===== src/design/phbm_pkg.sv =====
// package: shared constants, register indexes and item codes of the peak hold bar meter
package phbm_pkg;

  // fixed field widths
  localparam int unsigned LevelBits   = 10;
  localparam int unsigned WinBits     = 8;
  localparam int unsigned TimeoutBits = 10;
  localparam int unsigned CfgIdxBits  = 2;
  localparam int unsigned CfgDataBits = 10;

  // parameter defaults
  localparam int unsigned SampleBitsDef = 10;
  localparam int unsigned LampCountDef  = 10;
  localparam int unsigned LevelStepDef  = 10;

  // register reset values
  localparam logic [WinBits-1:0]     WindowLengthRst   = WinBits'(50);
  localparam logic [LevelBits-1:0]   FirstThresholdRst = LevelBits'(6);
  localparam logic [TimeoutBits-1:0] IdleTimeoutRst    = TimeoutBits'(1000);

  typedef enum logic [CfgIdxBits-1:0] {
    CfgWindowLength   = 2'd0,
    CfgFirstThreshold = 2'd1,
    CfgIdleTimeout    = 2'd2
  } cfg_idx_e;

  typedef enum logic {
    CmdSample   = 1'b0,
    CmdActivity = 1'b1
  } cmd_e;

endpackage


===== src/design/peak_hold_bar_meter_core.sv =====
// top level: peak hold level meter with active-low lamp bar and activity flag
//
// channel   dir  handshake                      payload
// s_axis    in   s_axis_tvalid / s_axis_tready   tdata: sample, tuser: cmd
// m_axis    out  m_axis_tvalid / m_axis_tready   tdata: bar_pattern, held_level; tuser: active
// cfg       in   cfg_valid_i / cfg_ready_o       cfg_index_i, cfg_data_i
//
// one item a cycle sustained while m_axis_tready holds; an accepted item is registered in the
// input register and then in the result register, from which its result is taken
// every accepted item gives exactly one result item
// rst_ni clears all meter state to zero and loads the register defaults
// a stalled result holds in the result register while one more item waits
// in the input register; the input stalls only when both are full
// cfg writes are always taken, as cfg_ready_o is tied high
module peak_hold_bar_meter_core
  import phbm_pkg::*;
#(
  parameter int unsigned SAMPLE_BITS = SampleBitsDef,
  parameter int unsigned LAMP_COUNT  = LampCountDef,
  parameter int unsigned LEVEL_STEP  = LevelStepDef,
  localparam int unsigned SDataW = ((SAMPLE_BITS + 7) / 8) * 8,
  localparam int unsigned MDataW = ((LAMP_COUNT + LevelBits + 7) / 8) * 8
) (
  input  logic                   clk_i,
  input  logic                   rst_ni,
  // input items
  input  logic                   s_axis_tvalid,
  output logic                   s_axis_tready,
  input  logic [SDataW-1:0]      s_axis_tdata,   // [SAMPLE_BITS-1:0] sample, rest zero
  input  logic                   s_axis_tuser,   // [0] cmd
  // result items
  output logic                   m_axis_tvalid,
  input  logic                   m_axis_tready,
  output logic [MDataW-1:0]      m_axis_tdata,   // bar_pattern low, then held_level, rest zero
  output logic                   m_axis_tuser,   // [0] active
  // register writes
  input  logic                   cfg_valid_i,
  output logic                   cfg_ready_o,
  input  logic [CfgIdxBits-1:0]  cfg_index_i,
  input  logic [CfgDataBits-1:0] cfg_data_i
);

  // comparator width covers both the level and the top lamp threshold
  localparam int unsigned ThrBits = $clog2(LAMP_COUNT * LEVEL_STEP + 1);
  localparam int unsigned CmpBits = (ThrBits > LevelBits) ? ThrBits : LevelBits;

  // configuration registers
  logic [WinBits-1:0]     win_len_q;
  logic [LevelBits-1:0]   first_thr_q;
  logic [TimeoutBits-1:0] idle_tmo_q;

  assign cfg_ready_o = 1'b1;

  always_ff @(posedge clk_i or negedge rst_ni) begin
    if (!rst_ni) begin
      win_len_q   <= WindowLengthRst;
      first_thr_q <= FirstThresholdRst;
      idle_tmo_q  <= IdleTimeoutRst;
    end else if (cfg_valid_i && cfg_ready_o) begin
      case (cfg_idx_e'(cfg_index_i))
        CfgWindowLength:   win_len_q   <= cfg_data_i[WinBits-1:0];
        CfgFirstThreshold: first_thr_q <= cfg_data_i[LevelBits-1:0];
        CfgIdleTimeout:    idle_tmo_q  <= cfg_data_i[TimeoutBits-1:0];
        default: ;  // writes beyond the register list are dropped
      endcase
    end
  end

  // input register
  logic                 s1_valid_q;
  cmd_e                 s1_cmd_q;
  logic [LevelBits-1:0] s1_sample_q;
  logic                 s1_fire;
  logic                 s_fire;

  // result register
  logic                 out_valid_q;
  logic [LAMP_COUNT-1:0] bar_q;
  logic [LevelBits-1:0] level_out_q;
  logic                 active_out_q;

  // item leaves the input register when the result register is free or draining
  assign s1_fire       = s1_valid_q && (!out_valid_q || m_axis_tready);
  assign s_axis_tready = !s1_valid_q || s1_fire;
  assign s_fire        = s_axis_tvalid && s_axis_tready;

  always_ff @(posedge clk_i or negedge rst_ni) begin
    if (!rst_ni) begin
      s1_valid_q <= 1'b0;
    end else if (s_axis_tready) begin
      s1_valid_q <= s_axis_tvalid;
    end
  end

  // sample is cut or zero-extended to the level width, as the meter works on 10-bit levels
  always_ff @(posedge clk_i) begin
    if (s_fire) begin
      s1_cmd_q    <= cmd_e'(s_axis_tuser);
      s1_sample_q <= LevelBits'(s_axis_tdata[SAMPLE_BITS-1:0]);
    end
  end

  // meter state
  logic [WinBits-1:0]     win_cnt_q, win_cnt_d;
  logic [LevelBits-1:0]   peak_q, peak_d;
  logic [LevelBits-1:0]   hold_q, hold_d;
  logic [TimeoutBits-1:0] idle_cnt_q, idle_cnt_d;
  logic                   active_q, active_d;

  logic [WinBits:0]       win_inc;
  logic [TimeoutBits:0]   idle_inc;
  logic [LevelBits-1:0]   peak_max;

  always_comb begin
    win_inc    = {1'b0, win_cnt_q} + 1'b1;
    idle_inc   = {1'b0, idle_cnt_q} + 1'b1;
    peak_max   = (s1_sample_q > peak_q) ? s1_sample_q : peak_q;
    win_cnt_d  = win_cnt_q;
    peak_d     = peak_q;
    hold_d     = hold_q;
    idle_cnt_d = idle_cnt_q;
    active_d   = active_q;
    case (s1_cmd_q)
      CmdSample: begin
        // window end: at or above, so a length of zero acts as one
        if (win_inc >= {1'b0, win_len_q}) begin
          hold_d    = peak_max;
          peak_d    = '0;
          win_cnt_d = '0;
        end else begin
          peak_d    = peak_max;
          win_cnt_d = win_inc[WinBits-1:0];
        end
        if (idle_inc >= {1'b0, idle_tmo_q}) begin
          active_d   = 1'b0;
          idle_cnt_d = '0;
        end else begin
          idle_cnt_d = idle_inc[TimeoutBits-1:0];
        end
      end
      CmdActivity: begin
        idle_cnt_d = '0;
        active_d   = 1'b1;
      end
      default: ;
    endcase
  end

  always_ff @(posedge clk_i or negedge rst_ni) begin
    if (!rst_ni) begin
      win_cnt_q  <= '0;
      peak_q     <= '0;
      hold_q     <= '0;
      idle_cnt_q <= '0;
      active_q   <= 1'b0;
    end else if (s1_fire) begin
      win_cnt_q  <= win_cnt_d;
      peak_q     <= peak_d;
      hold_q     <= hold_d;
      idle_cnt_q <= idle_cnt_d;
      active_q   <= active_d;
    end
  end

  // thermometer decode of the new held level, active low
  // lamp k lights at or above k steps; lamp one also at the first threshold
  logic [LAMP_COUNT-1:0] bar_d;
  always_comb begin
    for (int k = 0; k < LAMP_COUNT; k++) begin
      bar_d[k] = !(CmpBits'(hold_d) >= CmpBits'((k + 1) * LEVEL_STEP));
    end
    if (hold_d >= first_thr_q) begin
      bar_d[0] = 1'b0;
    end
  end

  // result register
  always_ff @(posedge clk_i or negedge rst_ni) begin
    if (!rst_ni) begin
      out_valid_q <= 1'b0;
    end else if (s1_fire) begin
      out_valid_q <= 1'b1;
    end else if (m_axis_tready) begin
      out_valid_q <= 1'b0;
    end
  end

  always_ff @(posedge clk_i) begin
    if (s1_fire) begin
      bar_q        <= bar_d;
      level_out_q  <= hold_d;
      active_out_q <= active_d;
    end
  end

  assign m_axis_tvalid = out_valid_q;
  assign m_axis_tdata  = MDataW'({level_out_q, bar_q});
  assign m_axis_tuser  = active_out_q;

endmodule


===== config.mk =====
export PLATFORM = sky130hd
export DESIGN_NAME = peak_hold_bar_meter_core
export DESIGN_NICKNAME = d
export VERILOG_FILES = /design/src/design/phbm_pkg.sv /design/src/design/peak_hold_bar_meter_core.sv
export SDC_FILE = /design/constraint.sdc
export NUM_CORES = 1
export LEC_CHECK = 0
export BUFFER_PORTS_ARGS = -buffer_cell sky130_fd_sc_hd__buf_2
export CORE_MARGIN = 5
export CORE_UTILIZATION = 58
export DETAILED_ROUTE_END_ITERATION = 8
export PLACE_DENSITY = 0.83
export SYNTH_ARGS = -nofsm -noshare
export SYNTH_HDL_FRONTEND = slang
export SYNTH_SLANG_ARGS = --single-unit

===== constraint.sdc =====
create_clock -name clk_i -period 5.12 [get_ports clk_i]
set_input_delay 0.256 -clock clk_i [delete_from_list [all_inputs] [get_ports clk_i]]
set_output_delay 0.256 -clock clk_i [all_outputs]
set_load 0.02 [all_outputs]

# After elaboration in Yosys (flattened, before gate mapping)
# Cells that the tools add are included.
# op_classes
addsub	2
multipliers	0
div_mod_pow	0
magnitude_cmp	14
eq_ne	2
shifts	0
n_mux	11
n_bitwise	1
n_reduce_logical	22
# ops
op	n
two-way mux 10 bit	5
>= comparator 10 x 7 -> 1 bit (second input constant)	4
>= comparator 10 x 6 -> 1 bit (second input constant)	3
>= comparator 10 x 5 -> 1 bit (second input constant)	2
case mux 10 bit (2 select lines)	1
logical NOT 1 bit	12
adder 10 x 1 -> 11 bit (second input constant)	1
>= comparator 11 x 10 -> 1 bit	1
>= comparator 10 bit	1
>= comparator 10 x 4 -> 1 bit (second input constant)	1
> comparator 10 bit	1
adder 8 x 1 -> 9 bit (second input constant)	1
>= comparator 9 x 8 -> 1 bit	1
two-way mux 8 bit	1
AND reduction 2 bit	4
two-way mux 1 bit	3
equality test 2 x 1 -> 1 bit (second input constant)	1
equality test 2 bit (second input constant)	1
logical AND 1 bit	2
logical NOT 2 bit	1
logical OR 1 bit	2
case mux 1 bit (2 select lines)	1
nonzero test 2 bit	1
NOT 1 bit	1
# totals
regBits	101
latchBits	0
ramBits	0
romBits	0
input_bits	34
out_inout_bits	28
word_cells	68
mem_count	0

# Longest topological paths before layout
# Gate-level depths: netlist (run 1).
# depth
depth_word	6
ltp_mapped	20
depth_no_buf	19

# Worst setup path before layout (run 1)
# No wires, ideal clock.
# synth_path
path_type	register to register
startpoint	reg win_cnt_q[0]
endpoint	reg bar_q[0], data pin
setup_ps	268
arrival_time_ps	3718
t_required_ps	4852
setup_slack_ps	1134
path_stages_with_launch	20
n_path_buf	2
synth_period_minus_slack_ps	3986
path_cell_list	dfrtp_1 -> ha_1 -> and4_1 -> nand2_1 -> xnor2_1 -> ha_1 -> a21o_1 -> a221oi_2 -> o211ai_2 -> and2_1 -> buf_4 -> buf_2 -> mux2i_1 -> inv_1 -> ha_1 -> a21o_1 -> a21o_1 -> a21oi_1 -> o311ai_0 -> nor3_2
# synth_via
elab_chain_len	6
elab_cells_between_ends	7
classes_between	1 x add/sub; 3 x order compare; 2 x mux; 1 x reduce/logical
# synth_rtl
item	line	text
start, declared	peak_hold_bar_meter_core.sv:104	logic [WinBits-1:0] win_cnt_q, win_cnt_d;
start signal, assigned	peak_hold_bar_meter_core.sv:157	win_cnt_q <= win_cnt_d;
adder 8 x 1 -> 9 bit (*)	peak_hold_bar_meter_core.sv:115	win_inc = {1'b0, win_cnt_q} + 1'b1;
>= comparator 9 x 8 -> 1 bit (*)	peak_hold_bar_meter_core.sv:126	if (win_inc >= {1'b0, win_len_q}) begin
two-way mux 10 bit (*)	peak_hold_bar_meter_core.sv:126	
two-way mux 10 bit (*)	peak_hold_bar_meter_core.sv:123	case (s1_cmd_q)
via hold_d[1]	peak_hold_bar_meter_core.sv:106	logic [LevelBits-1:0] hold_q, hold_d;
>= comparator 10 x 4 -> 1 bit	peak_hold_bar_meter_core.sv:170	bar_d[k] = !(CmpBits'(hold_d) >= CmpBits'((k + 1) * LEVEL_STEP));
logical NOT 1 bit	peak_hold_bar_meter_core.sv:170	
end signal, assigned	peak_hold_bar_meter_core.sv:190	bar_q <= bar_d;
end, declared	peak_hold_bar_meter_core.sv:78	logic [LAMP_COUNT-1:0] bar_q;
# Mark *: on every way through the listed nets, which the timed path passes. The rest lies on a longest branch.
# A chain may end at the register's enable or synchronous reset.

# Final worst setup path (run 1)
# Ends and elaborated chain as after synthesis.

==> results of run 1 <==
power by group through the flow:
stage / combinational (mW) / clock, mW / sequential (mW)
after floorplan: 0.761 / 0 / 1.27
final: 1.15 / 0.659 / 1.20
after detailed placement: 1.13 / 0 / 1.22
after CTS: 1.15 / 0.667 / 1.20
after global routing: 1.30 / 0.704 / 1.23
after global placement: 1.07 / 0 / 1.21
worst max-delay path by stage:
stage,depth (start not counted),to,slack (ps)
3_5_place_dp,16,bar_q[0]$_SDFFCE_PP0P_,820
2_1_floorplan,19,bar_q[0]$_SDFFCE_PP0P_,1130
6_report,17,bar_q[0]$_SDFFCE_PP0P_,710
4_1_cts,17,bar_q[0]$_SDFFCE_PP0P_,740
5_1_grt,17,bar_q[0]$_SDFFCE_PP0P_,300
3_3_place_gp,16,bar_q[0]$_SDFFCE_PP0P_,950
flip-flops by register name, summed over array words and instances, names as in the netlist, 8 cells and up:
| name | cells |
|---|---|
| bar_q | 10 |
| idle_cnt_q | 10 |
| idle_tmo_q | 10 |
| peak_q | 10 |
| first_thr_q | 10 |
| level_out_q | 10 |
| hold_q | 10 |
| win_len_q | 8 |
| win_cnt_q | 8 |
| s1_sample_q | 10 |
cell families (layout without fill, tap and decap cells):
| kind of cell | Yosys count | count (layout) |
|---|---|---|
| buf+inv | 64 | 118 |
| simple gates | 104 | 104 |
| flops | 101 | 101 |
| fa+ha+maj | 39 | 39 |
| mux | 26 | 26 |
| other cells | 2 | 5 |
| xor+xnor | 14 | 14 |
| compound gates | 115 | 115 |
metal layers:
metal	global-route usage	up-vias	routed length, um
met5	0	-	0
met4	0.0922	0	308
met3	0.0401	24	510
met2	0.343	90	5470
met1	0.255	1814	4410
li1	-	1767	-
worst max-delay path: cells and delay by family, from the launching register on:
| kind | cells | cell delay [ps] |
|---|---|---|
| compound gates | 9 | 1880 |
| xor+xnor | 1 | 170 |
| fa+ha+maj | 3 | 860 |
| flops | 1 | 440 |
| simple gates | 4 | 900 |
final cells by class:
type | instances | area, um2
clock buffer | 9 | 124
clock inverter | 7 | 143
fill | 657 | 2920
inverter | 45 | 169
multi-input combinational | 303 | 2270
sequential | 101 | 2700
tap | 108 | 135
timing repair buffer | 57 | 303
cells in the mapped netlist, types with 2 or more instances:
library cell,number,share of area
dfrtp_1,58,0.28
inv_1,43,0.031
ha_1,39,0.093
nand2_1,36,0.026
o21ai_0,33,0.032
edfxtp_1,32,0.18
mux2_2,24,0.052
a21oi_1,23,0.022
nand3_1,16,0.015
nor2_1,12,0.0086
clkbuf_1,11,0.0079
dfstp_2,11,0.055
a21o_1,10,0.014
a22o_1,10,0.017
nand2b_1,10,0.012
a32o_1,9,0.017
xnor2_1,9,0.015
and3_1,7,0.0084
buf_4,6,0.0086
xor2_1,5,0.0084
a31oi_1,4,0.0048
nand3b_1,4,0.0057
nand4_1,3,0.0036
a211oi_1,2,0.0029
a21o_2,2,0.0034
and2_1,2,0.0024
and4_1,2,0.0034
buf_2,2,0.0019
conb_1,2,0.0014
inv_2,2,0.0014
nor3_1,2,0.0019
nor3_2,2,0.0038
o2111ai_1,2,0.0034
o21ai_1,2,0.0019
o22ai_1,2,0.0024
o31ai_1,2,0.0029
or3_4,2,0.0043
per-stage QoR:
step / util / cells / hold WS (ps)
finish: 0.667 / 630 / 53.7
global route: 0.667 / 630 / 38.5
CTS: 0.667 / 630 / 42.9
detailed placement: 0.637 / 614 / 434
global placement: 0.637 / 614 / 432
floorplan: - / 468 / -39.6
==> metrics.yaml, run 1 <==
timing:
  min_period_over_period: 0.861
  setup_slack_ps: 714
  clock-skew-final_ps: 12.8
  hold_viol_final: 0
  post-route-min-period_ps: 4410
  slew-limit-headroom: 0.421
  slew_violations: 0
  setup-violations-final: 0
  max_slew.worst_pin.slew_ps: 868
  rsz0062_at_grt: "no"
  max_freq_mhz: 227
  fin_tns_setup_ps: 0
clock_network:
  cts_resized: 0
  cts_sinks: 101
  clockBufferDepth: 2
  h-tree-depth: 3
  cts_setup_buffers: 0
  cts_hold_buf: 0
  cts-root-buf: "clkbuf_8"
  numCtsBuffers: 9
  clk_pin_slew_ps: 100
  cts_tree: "built"
  clock_latency_ps: 370
setup_path:
  worstSetupStartpointType: "flop"
  crit_path_max_fanout: 15
  cp_data_arrival_time_ps: 4630
  r2r-start: "win_cnt_q[0]$_DFFE_PN0P_"
  cpMaxStageDelayCell: "dfrtp_1"
  r2r_cells: 17
  r2r-end: "bar_q[0]$_SDFFCE_PP0P_"
  worstPathCellList: "ha_1, and4_1, nand2_1, xnor2_1, ha_1, a21o_1, a221oi_2, o211ai_2, and2_1, a31oi_1, ha_1, a21o_1, a21oi_1, o21ai_0, a21oi_1, o311ai_0, nor3_2"
  end_kind: "flop"
  crit_top_cell: "ha_1"
  r2r_slack_ps: 710
  cp.required_ps: 5350
  cp-startpoint: "win_cnt_q[0]$_DFFE_PN0P_"
  slowest_delay_ps: 440
  timing_worst_setup_path_type: "flop to flop"
synth:
  ys_ff_latch: 101
  synth-xor-area-share: 0.0235
  ys_async_sr_fraction: 0.683
  synth_warnings: 0
  syn_area_um2: 5230
  synth_seq_area_share: 0.517
  syn_area_per_cell_um2: 11.2
  synth_cell_types: 59
  synth_cells: 465
  synthSimpleGateAreaFrac: 0.104
  synthAdderAreaFrac: 0.0934
  synthMuxAreaShare: 0.0563
  synth_compound_area_frac: 0.154
  synth_top_family_by_area: "compound AO/OA/AOI/OAI gates"
  synth-main-ff-cell: "dfrtp_1"
  synth_edf_count: 32
floorplan:
  core_area_um2: 8760
  num_io_pins: 62
  die_area_um2: 11000
  initial_utilization: 0.596
  die_h_um: 105
  die_w_um: 105
  rows: 34
min_path:
  worstHoldStart: "s_axis_tdata[4]"
  hp-class: "input pin to flop"
  min_to: "s1_sample_q[4]$_DFFE_PP_"
  min_path_cells: 1
drt:
  drc_errors: 0
  drt_first_iter_violations: 161
  routed_wl_um: 10700
  vias: 3695
  ant_nets: 0
  wl_per_cell_um: 17.0
  first_pass_iters: 4
  avgViaCountPerCell: 5.87
grt:
  gr-total-overflow: 0
  grt_pass1_wl_um: 18300
  grtUsageTotal: 0.204
  antenna_found_initial: 0
  first_global_vias: 3831
  grt_max_degree: 70
power_and_ir_drop:
  netSwitchingFraction: 0.360
  power_mw: 3.01
  seqPwrFrac: 0.400
  power_density_nw_per_um2: 515
  vdd_drop_max_mv: 0.237
  p_comb_frac: 0.381
  p_clk_frac: 0.219
  power.switching_mw: 1.09
  leakagePower_nw: 2.76
  p_int_mw: 1.93
layout:
  design_area_um2: 5850
  layout.nets: 590
  layout_commonest_cell: "dfrtp_1"
  final_layout_size_suffix_gt1_frac: 0.241
  syn_to_final_growth_pct: 11.9
  insertedDiodeCount: 0
  layout_common_cells: "dfrtp_1, buf_2, inv_1"
job:
  drv_cap: 0
run_status:
  outcome: "finished, final reports clean"
placement:
  io_buffers: 50
  pre_cts_slack_ps: 820
  dpl_cell_area_um2: 5580
  place.gp.congestion: 0.876
  hpwl_um: 7820
Note: power is estimated with default switching activity, not from simulation.
==> run 2: changes to the inputs <==
--- a/config.mk
+++ b/config.mk
@@ -7,9 +7,10 @@
 export LEC_CHECK = 0
 export BUFFER_PORTS_ARGS = -buffer_cell sky130_fd_sc_hd__buf_2
 export CORE_MARGIN = 5
-export CORE_UTILIZATION = 58
+export CORE_UTILIZATION = 61
+export CTS_BUF_LIST = sky130_fd_sc_hd__clkbuf_2 sky130_fd_sc_hd__clkbuf_4 sky130_fd_sc_hd__clkbuf_8
 export DETAILED_ROUTE_END_ITERATION = 8
-export PLACE_DENSITY = 0.83
+export PLACE_DENSITY = 0.87
 export SYNTH_ARGS = -nofsm -noshare
 export SYNTH_HDL_FRONTEND = slang
 export SYNTH_SLANG_ARGS = --single-unit
==> constraint.sdc (replaced) <==
create_clock -name clk_i -period 4.3 [get_ports clk_i]
set_input_delay 0.215 -clock clk_i [delete_from_list [all_inputs] [get_ports clk_i]]
set_output_delay 0.215 -clock clk_i [all_outputs]
set_load 0.02 [all_outputs]
==> metrics.yaml, run 2 (synthesized netlist as in run 1, its figures left out) <==
clock_network:
  cts_sinks: 101  # unchanged
  clk_pin_slew_ps: 100  # about the same
  cts-root-buf: "clkbuf_8"  # unchanged
  numCtsBuffers: 9  # unchanged
  clock_latency_ps: 370  # about the same
  h-tree-depth: 3  # unchanged
  cts_tree: "built"  # unchanged
  clockBufferDepth: 2  # unchanged
  cts_setup_buffers: 0  # unchanged
layout:
  fillers: 598  # was 657
  layout_commonest_cell: "dfrtp_1"  # unchanged
  layout_common_cells: "dfrtp_1, buf_2, inv_1"  # unchanged
  multiInputGateArea_um2: 2280  # was 2270 um2
  insertedDiodeCount: 0  # unchanged
  register_area_um2: 2700  # about the same
  layout.nets: 595  # was 590
  syn_to_final_growth_pct: 11.0  # was 11.9%
  final_layout_size_suffix_gt1_frac: 0.252  # was 0.241
job:
  drv_cap: 0  # unchanged
placement:
  io_buffers: 50  # unchanged
  hpwl_um: 7720  # was 7820 um
  pre_cts_slack_ps: 63.7  # was 820 ps
  place.gp.congestion: 0.859  # was 0.876
timing:
  post-route-min-period_ps: 3950  # was 4410 ps
  max_freq_mhz: 253  # was 227 MHz
  slew-limit-headroom: 0.481  # was 0.421
  min_period_over_period: 0.919  # was 0.861
  setup_slack_ps: 350  # was 714 ps
  rsz0062_at_grt: "no"  # unchanged
  hold_viol_final: 0  # unchanged
  setup-violations-final: 0  # unchanged
  clock-skew-final_ps: 16.1  # was 12.8 ps
  max_slew.worst_pin.slew_ps: 774  # was 868 ps
  fin_tns_setup_ps: 0  # unchanged
  slew_violations: 0  # unchanged
min_path:
  hp-class: "input pin to flop"  # unchanged
  min_path_cells: 1  # unchanged
  min_to: "s1_sample_q[1]$_DFFE_PP_"  # was s1_sample_q[4]$_DFFE_PP_
  worstHoldStart: "s_axis_tdata[1]"  # was s_axis_tdata[4]
floorplan:
  rows: 33  # was 34
  die_h_um: 103  # was 105 um
  die_w_um: 103  # was 105 um
  core_area_um2: 8300  # was 8760 um2
  die_area_um2: 10500  # was 11000 um2
  num_io_pins: 62  # unchanged
  initial_utilization: 0.630  # was 0.596
power_and_ir_drop:
  vdd_drop_max_mv: 0.320  # was 0.237 mV
  leakagePower_nw: 2.74  # was 2.76 nW
  power_density_nw_per_um2: 584  # was 515 nW/um2
setup_path:
  slowest_delay_ps: 410  # was 440 ps
  worstPathCellList: "ha_2, and4_1, nand2_1, xnor2_1, ha_1, and3_1, o2111ai_1, o211ai_2, and2_4, mux2i_1, inv_1, ha_1, a21o_1, a21o_1, a21oi_1, o311ai_0, nor3_2"  # was ha_1, and4_1, nand2_1, xnor2_1, ha_1, a21o_1, a221oi_2, o211ai_2, and2_1, a31oi_1, ha_1, a21o_1, a21oi_1, o21ai_0, a21oi_1, o311ai_0, nor3_2
  critPathBufInv: 1  # was 0
  critPathTopFamily: "simple AND/OR/NAND/NOR gates"  # was compound AO/OA/AOI/OAI gates
  r2r_cells: 17  # unchanged
  r2r_slack_ps: 350  # was 710 ps
  r2r-end: "bar_q[0]$_SDFFCE_PP0P_"  # unchanged
  cpMaxStageDelayCell: "dfrtp_2"  # was dfrtp_1
  crit_path_max_fanout: 12  # was 15
  cp.required_ps: 4510  # was 5350 ps
  timing_worst_setup_path_type: "flop to flop"  # unchanged
  end_kind: "flop"  # unchanged
  r2r-start: "win_cnt_q[0]$_DFFE_PN0P_"  # unchanged
  worstSetupStartpointType: "flop"  # unchanged
  cp_data_arrival_time_ps: 4160  # was 4630 ps
grt:
  first_global_vias: 3700  # was 3831
  use_met1: 0.283  # was 0.255
  met3_usage: 0.0392  # was 0.0401
  antenna_found_initial: 0  # unchanged
  grtUsageTotal: 0.212  # was 0.204
  gr-total-overflow: 0  # unchanged
  met2_usage: 0.355  # was 0.343
  busiest_layer: "met2"  # unchanged
  grt_max_degree: 37  # was 70
  grt_pass1_wl_um: 17500  # was 18300 um
run_status:
  outcome: "finished, final reports clean"  # unchanged
drt:
  avgViaCountPerCell: 5.80  # was 5.87
  routed_wl_um: 10300  # was 10700 um
  drt_first_iter_violations: 182  # was 161
  vias: 3668  # was 3695
  first_pass_iters: 4  # unchanged
  ant_nets: 0  # unchanged
  drc_errors: 0  # unchanged
  wl_per_cell_um: 16.3  # was 17.0 um
[run 2: changes by cell type in the layout (fill, tap and decap cells not counted), sizes merged, moves of 2 or more]
cell,change
buf,+4
clkbuf,+2
bufinv,-4
clkinv,+2
[run 2: where the power goes]
part	internal [mW]	total (mW)	switching (mW)	leakage, nW
sequential	1.30	1.44	0.140	1.16
combinational	0.571	1.39	0.819	1.48
clock	0.234	0.560	0.326	0.0933
[run 2: how the worst max path moves through the flow]
stage	slack, ps	startpoint	cells after the start	endpoint
global route	10	win_cnt_q[0]$_DFFE_PN0P_	18	bar_q[0]$_SDFFCE_PP0P_
floorplan	310	win_cnt_q[0]$_DFFE_PN0P_	19	bar_q[0]$_SDFFCE_PP0P_
finish	350	win_cnt_q[0]$_DFFE_PN0P_	17	bar_q[0]$_SDFFCE_PP0P_
global placement	310	win_cnt_q[0]$_DFFE_PN0P_	17	bar_q[0]$_SDFFCE_PP0P_
CTS	30	win_cnt_q[0]$_DFFE_PN0P_	18	bar_q[0]$_SDFFCE_PP0P_
detailed placement	60	win_cnt_q[0]$_DFFE_PN0P_	18	bar_q[0]$_SDFFCE_PP0P_
[run 2: what timing repair did]
action | CTS | global route
endpoints found under the setup margin | 0 | 1
hold buffers | 1 | 0
hold endpoints to repair | 26 | 0
gates resized for setup | 0 | 5
[run 2: per-layer routing]
layer	vias to the layer above	wire length, um
li1	1777	-
met4	0	142
met3	14	601
met5	-	0
met2	96	5160
met1	1781	4390
[run 2: through the flow]
step | instance area, um2 | power (mW) | hold WS [ps] | std cells | util
2_1_floorplan | 5240 | 2.42 | -80.6 | 468 | -
3_3_place_gp | 5610 | 2.74 | 321 | 615 | 0.675
3_5_place_dp | 5610 | 2.83 | 316 | 615 | 0.675
4_1_cts | 5800 | 3.38 | 7.51 | 632 | 0.698
5_1_grt | 5800 | 3.63 | 5.83 | 632 | 0.699
6_report | 5800 | 3.39 | 17.7 | 632 | 0.699
[run 2: worst reg2reg max path, delay by kind of cell, from the launching register on]
family	cells	cell delay (ps)
xor gates and xnor gates	1	140
buffers and inverters	1	120
muxes	1	280
DFF	1	410
and+or+nand+nor	5	1060
AOI/OAI and AO/OA	6	1000
adders and majority gates	3	800
[run 2: area by class of cell]
class | count | area share
inverters | 45 | 0.0291
clock buffers | 11 | 0.0250
clock inverters | 5 | 0.00625
flip-flops and latches | 101 | 0.466
multi-input cells | 303 | 0.392
repair buffers | 62 | 0.0591
well taps | 105 | 0.0226
